$ cat src/rtl/core/arcpr_pkg.sv
// arcpr_pkg: shared constants, list codes and sequencer states for the ARC directory
// no dependencies
`timescale 1ns / 1ps
`default_nettype none
package arcpr_pkg;

  localparam int DIR_DEPTH = 256;
  localparam int IDX_W     = $clog2(DIR_DEPTH);
  localparam int CNT_W     = IDX_W + 1;
  localparam int CS_W      = 8;
  localparam int MAX_PAGES = 128;
  localparam int CS_RESET  = 100;
  localparam int KEY_W     = 64;
  localparam int HALF_W    = 32;
  localparam int LIST_W    = 3;

  typedef enum logic [LIST_W-1:0] {
    L_FREE = 3'd0,
    L_T1   = 3'd1,
    L_T2   = 3'd2,
    L_B1   = 3'd3,
    L_B2   = 3'd4
  } list_code_t;

  localparam logic [1:0] LI_T1 = 2'd0;
  localparam logic [1:0] LI_T2 = 2'd1;
  localparam logic [1:0] LI_B1 = 2'd2;
  localparam logic [1:0] LI_B2 = 2'd3;

  typedef enum logic [3:0] {
    ST_IDLE,
    ST_SCAN,
    ST_DIV_GO,
    ST_DIV_WAIT,
    ST_ADAPT,
    ST_UL_RD,
    ST_UL_WR,
    ST_REPL,
    ST_REPL_PUSH,
    ST_PUSH_HIT,
    ST_MISS,
    ST_M_POPB1,
    ST_M_REPL2,
    ST_M_INS,
    ST_DONE
  } state_t;

  typedef struct packed {
    logic             start;
    logic [CNT_W-1:0] num;
    logic [CNT_W-1:0] den;
  } div_req_t;

  typedef struct packed {
    logic             done;
    logic [CNT_W-1:0] quo;
  } div_rsp_t;

endpackage
`default_nettype wire

$ cat src/rtl/core/arcpr_div.sv
// arcpr_div: restoring divider, one quotient bit per cycle, for the ghost ratio
// depends on arcpr_pkg
`timescale 1ns / 1ps
`default_nettype none
module arcpr_div (
  input  wire                  clk,
  input  wire                  rst,
  input  arcpr_pkg::div_req_t  req,
  output arcpr_pkg::div_rsp_t  rsp
);
  import arcpr_pkg::*;

  localparam int STEP_W = $clog2(CNT_W);

  logic              busy;
  logic              done;
  logic [STEP_W-1:0] cnt;
  logic [CNT_W-1:0]  rem;
  logic [CNT_W-1:0]  nq;
  logic [CNT_W-1:0]  dn;
  logic [CNT_W:0]    trial;
  logic [CNT_W:0]    diff;

  assign trial = {rem, nq[CNT_W-1]};
  assign diff  = trial - {1'b0, dn};

  always_ff @(posedge clk) begin
    if (rst) begin
      busy <= 1'b0;
      done <= 1'b0;
    end else begin
      done <= 1'b0;
      if (req.start) begin
        busy <= 1'b1;
        cnt  <= '0;
        rem  <= '0;
        nq   <= req.num;
        dn   <= req.den;
      end else if (busy) begin
        if (trial >= {1'b0, dn}) begin
          rem <= diff[CNT_W-1:0];
          nq  <= {nq[CNT_W-2:0], 1'b1};
        end else begin
          rem <= trial[CNT_W-1:0];
          nq  <= {nq[CNT_W-2:0], 1'b0};
        end
        cnt <= cnt + 1'b1;
        if (cnt == STEP_W'(CNT_W - 1)) begin
          busy <= 1'b0;
          done <= 1'b1;
        end
      end
    end
  end

  assign rsp.done = done;
  assign rsp.quo  = nq;

endmodule
`default_nettype wire

$ cat config.mk
export PLATFORM = sky130hd
export DESIGN_NAME = arcpr_div
export DESIGN_NICKNAME = d
export VERILOG_FILES = /design/src/rtl/core/arcpr_pkg.sv /design/src/rtl/core/arcpr_div.sv
export SDC_FILE = /design/constraint.sdc
export NUM_CORES = 1
export LEC_CHECK = 0
export BUFFER_PORTS_ARGS = -buffer_cell sky130_fd_sc_hd__buf_4
export CAP_MARGIN = 20
export CORE_MARGIN = 4
export CORE_UTILIZATION = 50
export DETAILED_ROUTE_END_ITERATION = 10
export PLACE_DENSITY = 0.76
export SETUP_SLACK_MARGIN = 0.1
export SYNTH_ARGS = -nofsm -noshare
export SYNTH_HDL_FRONTEND = slang
export SYNTH_SLANG_ARGS = --single-unit
export TNS_END_PERCENT = 10
$ cat constraint.sdc
create_clock -name clk -period 2.2 [get_ports clk]
set_input_delay 0.11 -clock clk [delete_from_list [all_inputs] [get_ports clk]]
set_output_delay 0.11 -clock clk [all_outputs]
set_load 0.02 [all_outputs]
### Word-level counts from Yosys, hierarchy flattened

Cells that the tools add are included.

| operators by class | value |
|---|---|
| add/sub/neg operators | 2 |
| $lt $le $gt $ge | 1 |
| eq/ne operators | 1 |
| muxes and demuxes | 10 |
| bitwise logic cells | 2 |
| reductions and logical operators | 4 |

Operator list:

| cell | number |
|---|---|
| $mux W9 | 4 |
| $ge A10 B9 Y1 | 1 |
| $sub A9 B9 Y9 | 1 |
| $mux W1 | 5 |
| $add A4 B1 Y4 const B | 1 |
| $eq A4 B4 Y1 const B | 1 |
| $mux W4 | 1 |
| $reduce_and A2 Y1 | 2 |
| $reduce_or A3 Y1 | 1 |
| $not A1 Y1 | 2 |
| $reduce_bool A2 Y1 | 1 |

| word-level totals | value |
|---|---|
| register bits after elaboration | 33 |
| input port bits | 21 |
| output and inout bits | 10 |

### Logic depth before layout (Yosys ltp)

Gate-level depths: netlist (run 1).

| logic depth | value |
|---|---|
| word-level depth | 4 |
| gate-level depth with buffers | 10 |
| depth with buffers taken out | 9 |

### Least setup slack after synthesis (run 1)

Ideal clock, no wire load.

| timing | value |
|---|---|
| kind | flip-flop to flip-flop |
| start | register nq[8] |
| end | register nq[0] (data pin) |
| setup time | 0.260 ns |
| arrival time | 2.250 ns |
| slack | -0.310 ns |
| stages on the path, launching flop included | 10 |
| period minus slack after synthesis | 2.510 ns |
| path through | edfxtp_1 inv_1 ha_1 inv_1 fa_1 a21o_1 a221oi_4 a31oi_4 buf_6 mux2_2 |

| on the way | value |
|---|---|
| longest elaborated chain between the ends | 4 |

Ends and longest elaborated chain:

| element | line | RTL |
|---|---|---|
| start, declared | arcpr_div.sv:19 | `logic [CNT_W-1:0] nq;` |
| start signal, assigned | arcpr_div.sv:37 | `nq <= req.num;` |
| start signal, assigned | arcpr_div.sv:42 | `nq <= {nq[CNT_W-2:0], 1'b1};` |
| start signal, assigned | arcpr_div.sv:45 | `nq <= {nq[CNT_W-2:0], 1'b0};` |
| $ge A10 B9 Y1 | arcpr_div.sv:40 | `if (trial >= {1'b0, dn}) begin` |
| $mux W1 | arcpr_div.sv:40 |  |
| $mux W9 | arcpr_div.sv:39 | `end else if (busy) begin` |
| $mux W9 | arcpr_div.sv:33 | `if (req.start) begin` |

Every way passes these cells. The select of a mux whose other input is x is not followed.
A chain may end at the register's enable or synchronous reset.

### Final worst setup path (run 1)

Same ends and word-level chain as after synthesis.

==> flow_metrics.tcl, run 1 <==
set metrics [dict create \
    hold_path.startpoint "req[2]" \
    grt-ovfl-total 0 \
    critPathMaxFanout 7 \
    max_stage_delay_ns 0.39 \
    period_share_pct 106 \
    max-slew-margin-rel_pct 62.2 \
    numCtsBuffers 5 \
    layout_setup_ws_ns -0.123 \
    placed_area_um2 2230 \
    power.density_nw_per_um2 715 \
    synth_area_um2 1850 \
    clk_pin_slew_ns 0.07 \
    grt_first_pass_wirelength_um 6620 \
    crit_required_ns 2.24 \
    drive_gt1_share_pct 39.5 \
    syn_nets 179 \
    die_w_um 68.9 \
    vdd.ir_drop.worst_mv 0.468 \
    tightest_slew_ns 0.565 \
    setup_viol 10 \
    stdcell_area_um2 2460 \
    rrSetupSlack_ns -0.12 \
    wl_um 3910 \
    final_core_util_pct 70.8 \
    critPathBufInv 3 \
    clockRootBuffer "clkbuf_8" \
    wl_per_cell_um 15.6 \
    nNetsFinal 237 \
    postSynthAreaPerCell_um2 12.7 \
    hold_path.class "input port to flip-flop" \
    diodes 0 \
    synth_seq_cells 33 \
    r2r_start "nq[8]" \
    netlist_instances 146 \
    cp_data_arrival_time_ns 2.36 \
    ys_types 41 \
    period_needed_ns 2.32 \
    final-instance-count-excl-fill 251 \
    fillerInstances 253 \
    ys_seq_area_share_pct 52.4 \
    cts_tree "done" \
    final_cell_mix "44 x buf_4, 31 x edfxtp_1, 14 x inv_1, 13 x nor2_1, 10 x ha_1" \
    path_cells "inv_1, ha_2, inv_2, fa_2, a21o_1, a221oi_4, buf_6, a31oi_4, mux2_2" \
    vias 1350 \
    clk_path_buf_depth 2 \
    dp.final_hpwl_um 2660 \
    fmax_mhz 431 \
    rows 21 \
    worstSetupPathType "flip-flop to flip-flop" \
    portBuffers 30 \
    dp_slack_ns -0.171 \
    slowest_stage "edfxtp_1" \
    violations "negative setup slack" \
    gp_congestion 0.923 \
    crit_family "compound AO/OA/AOI/OAI gates" \
    worstReg2RegEnd "nq[0]" \
    grt_max_degree 26 \
    drcViolationCount 0 \
    clk_latency_ns 0.28 \
    power_mw 1.76 \
    die-height_um 68.9 \
    area_growth_pct 32.5 \
    final_common_cell "buf_4" \
    p_leak_nw 1.04 \
    dr.pass1.iters 4 \
    r2r_cells 9 \
    dp_cells 231 \
    ant_nets 0 \
    ys_warn_count 0 \
    rsz0062_at_grt "yes" \
    core_um2 3470 \
    crit_path_start_kind "flip-flop" \
    num_io_pins 31 \
    skew_ns 0.00744 \
    dieArea_um2 4750 \
    cap_violations 0 \
    viasPerCell 5.38 \
    worstHoldEndpoint "dn[2]" \
    drtIter0Drc 100 \
    cp-end-kind "flip-flop" \
    grt_pass1_vias 1451 \
    initial_core_util_pct 53.5 \
    status "finished with violations" \
    antenna_found_initial 0 \
    hold-path-cell-count 1 \
    drv_slew 0 \
    htreeDepth 2 \
    cts_num_sinks 33 \
    hold_viol 0 \
    track_usage_pct 19.1 \
]
## layout make-up
type	count	area (µm²)	share of cell area (%)
multi-input combinational	94	837	34.1
sequential	33	971	39.5
clock inverter	1	5.00	0.204
clock buffer	7	76.3	3.11
timing repair buffer	55	453	18.4
inverter	15	56.3	2.29
tap	46	57.6	2.34
## repair_timing
action | 4_1_cts | 5_1_grt
setup endpoints to repair | 10 | 10
cloned | 0 | 1
setup buffers | 2 | 1
hold buffers | 8 | 0
gates resized for setup | 4 | 4
pin swaps | 4 | 2
endpoints found under the hold margin | 8 | 0
## sequential cells by signal, summed over array words and instances (netlist names)
name	flops
busy	1
cnt	4
dn	9
done	1
nq	9
rem	9
## per-layer routing
metal  part of all wire [%]  track usage (%)
met1                     44             25.2
met2                     51             31.2
met3                    4.7             5.02
met4                   0.97             5.35
met5                      0                0
## worst max path at each step
stage / depth (start not counted) / end / startpoint
after floorplan: 9 / nq[0] / nq[8]
after global placement: 8 / nq[0] / nq[8]
after detailed placement: 10 / rem[8] / nq[8]
after CTS: 8 / nq[0] / nq[8]
after global routing: 10 / rem[7] / nq[8]
final: 9 / nq[0] / nq[8]
## cells in the mapped netlist (all sizes together)
library cell,count,area share [%]
xor2,1,0.47
a22oi,1,0.41
o21bai,1,0.61
o21ai,4,1.1
a21o,3,1.2
nor2,14,2.8
nor2b,3,1.0
or2,4,1.3
inv,15,3.0
nor3,2,0.81
o31a,2,0.94
and3,2,0.74
a2111oi,1,1.5
o21a,1,0.41
or3,2,0.67
nand2,5,1.0
a21oi,4,1.1
nand4,1,0.67
fa,1,1.1
nand3,4,1.1
edfxtp,31,50
o211a,1,0.54
a211oi,3,2.4
dfxtp,2,2.2
a31oi,1,1.1
clkbuf,3,0.61
o2111ai,2,0.94
nand2b,1,0.34
mux2i,3,1.6
buf,2,1.0
ha,11,7.4
a221oi,1,1.4
xnor2,4,1.9
mux2,10,6.3
## per-stage QoR
stage | hold slack [ns] | setup TNS (ns)
after floorplan | 0.209 | -1.67
after CTS | 0.00467 | -1.17
after global routing | 0.00431 | -2.19
final | 0.0148 | -0.918
after global placement | 0.288 | -0.431
after detailed placement | 0.289 | -1.16
## power by group
group	total (mW)	internal [mW]	switching, mW
Clock	0.429	0.222	0.208
Combinational	0.546	0.277	0.269
Sequential	0.780	0.753	0.0277
## kinds of logic after synthesis
logic type	share of synthesized area (%)
and+or+nand+nor	10.5
DFF	52.4
AOI/OAI and AO/OA	13.7
buffers and inverters	4.66
muxes	7.89
adders and majority gates	8.50
xor gates and xnor gates	2.36
No activity file was read; power rests on OpenSTA's default activity.
==> inputs of run 2 (changes only) <==
==> constraint.sdc (replaced) <==
create_clock -name clk -period 2.2 [get_ports clk]
set_input_delay 0.22 -clock clk [delete_from_list [all_inputs] [get_ports clk]]
set_output_delay 0.22 -clock clk [all_outputs]
set_load 0.02 [all_outputs]
==> flow_metrics.tcl, run 2 (synthesis results as in run 1) <==
set metrics [dict create \
    status "finished with violations" \
    violations "negative setup slack" \
    tightest_slew_ns 0.571 \
    htreeDepth 2 \
    wl_um 3750 \
    use_met3_pct 6.00 \
    wl_per_cell_um 15.4 \
    cts_tree "done" \
    busiest_layer "met2" \
    portBuffers 30 \
    multiInputGateArea_um2 837 \
    seq_area_um2 971 \
    stdcell_area_um2 2380 \
    fmax_mhz 425 \
    sw_frac_of_total_pct 28.6 \
    cp_data_arrival_time_ns 2.39 \
    skew_ns 0.00822 \
    period_needed_ns 2.35 \
    grt-ovfl-total 0 \
    drive_gt1_share_pct 41.4 \
    rsz0062_at_grt "yes" \
    path_cells "inv_1, ha_2, inv_2, fa_2, a21o_1, a221oi_4, buf_4, a31oi_4, mux2_2" \
    drv_slew 0 \
    initial_core_util_pct 53.5 \
    final_core_util_pct 68.6 \
    worstSetupPathType "flip-flop to flip-flop" \
    seq_power_share_pct 44.8 \
    die_w_um 68.9 \
    antenna_found_initial 0 \
    top_regs "dn x9, nq x9, rem x9" \
    critPathMaxFanout 7 \
    final-instance-count-excl-fill 244 \
    p_leak_nw 1.01 \
    crit_path_start_kind "flip-flop" \
    period_share_pct 107 \
    rows 21 \
    diodes 0 \
    grt_max_degree 26 \
    die-height_um 68.9 \
    clk_pin_slew_ns 0.07 \
    gp_congestion 0.923 \
    ant_nets 0 \
    final_cell_mix "46 x buf_4, 31 x edfxtp_1, 14 x inv_1, 13 x nor2_1, 10 x ha_1" \
    crit_required_ns 2.24 \
    p_switching_uw 499 \
    hold_viol 0 \
    grt_first_pass_wirelength_um 6200 \
    dieArea_um2 4750 \
    core_um2 3470 \
    internal_power_mw 1.24 \
    final_common_cell "buf_4" \
    cap_violations 0 \
    clockRootBuffer "clkbuf_8" \
    max-slew-margin-rel_pct 61.8 \
    clkPwrFrac_pct 24.6 \
    cts_num_sinks 33 \
    drcViolationCount 0 \
    drtIter0Drc 68 \
    dp_cells 231 \
    cts_hold_buf 0 \
    vdd.ir_drop.worst_mv 0.467 \
    layout_setup_ws_ns -0.151 \
    clk_latency_ns 0.28 \
    dr.pass1.iters 4 \
    hold_path.class "input port to flip-flop" \
    fillerInstances 264 \
    setup_viol 10 \
    met2_usage_pct 30.6 \
    area_growth_pct 28.3 \
    vias 1315 \
    num_io_pins 31 \
    cp-end-kind "flip-flop" \
    power.density_nw_per_um2 732 \
    track_usage_pct 18.0 \
    dp.final_hpwl_um 2660 \
    combPwrFrac_pct 30.6 \
    placed_area_um2 2230 \
    numCtsBuffers 5 \
    use_met1_pct 22.0 \
    max_stage_delay_ns 0.39 \
    viasPerCell 5.39 \
    clk_path_buf_depth 2 \
    slowest_stage "edfxtp_1" \
    nNetsFinal 230 \
    grt_pass1_vias 1391 \
]
-- run 2: power groups by stage --
stage                     logic [mW]  registers (mW)  clock network (mW)
after floorplan                0.316           0.802                   0
after global placement         0.460           0.792                   0
after detailed placement       0.479           0.793                   0
after CTS                      0.501           0.780               0.442
after global routing           0.587           0.785               0.475
final                          0.534           0.781               0.429
-- run 2: stage by stage --
stage | setup TNS, ns | hold WS [ns] | worst slack, ns | total power, mW
floorplan | -1.67 | 0.319 | -0.263 | 1.12
global placement | -0.431 | 0.398 | -0.0850 | 1.25
detailed placement | -1.16 | 0.399 | -0.171 | 1.27
CTS | -1.17 | 0.0994 | -0.142 | 1.72
global route | -2.25 | 0.0928 | -0.265 | 1.85
finish | -1.18 | 0.110 | -0.151 | 1.74
-- run 2: final timing paths --
check,from,endpoint,slack (ns),cells past startpoint
max reg2reg,nq[8],nq[0],-0.15,9
min reg2reg,busy,done,0.43,2
min,req[7],dn[7],0.11,1
max,nq[8],nq[0],-0.15,9
-- run 2: final cells by class --
type                            instances  share of cell area, %
Sequential cell                        33                   40.8
Multi-Input combinational cell         94                   35.2
Clock buffer                            7                   3.21
Tap cell                               46                   2.42
Inverter                               15                   2.37
Clock inverter                          1                  0.210
Timing Repair Buffer                   48                   15.8
-- run 2: critical path, delay by kind of cell, from the launching register on --
family                   cells  cell delay (ns)
buffers and inverters        3             0.29
adder cells (fa/ha/maj)      2             0.51
multiplexers                 1             0.30
AO/OA/AOI/OAI                3             0.61
flip-flops                   1             0.39
-- run 2: routing by layer --
metal	part of all wire, %	wire length [µm]
met1	42	1570
met3	6.3	238
met4	0.61	23
met5	0	0
met2	51	1920
-- run 2: what timing repair did --
action / in CTS / in global routing
resized for setup: 4 / 3
cloned: 0 / 1
endpoints found under the setup margin: 10 / 10
pin swaps: 4 / 3
endpoints found under the hold margin: 0 / 0
buffers inserted: 2 / 2
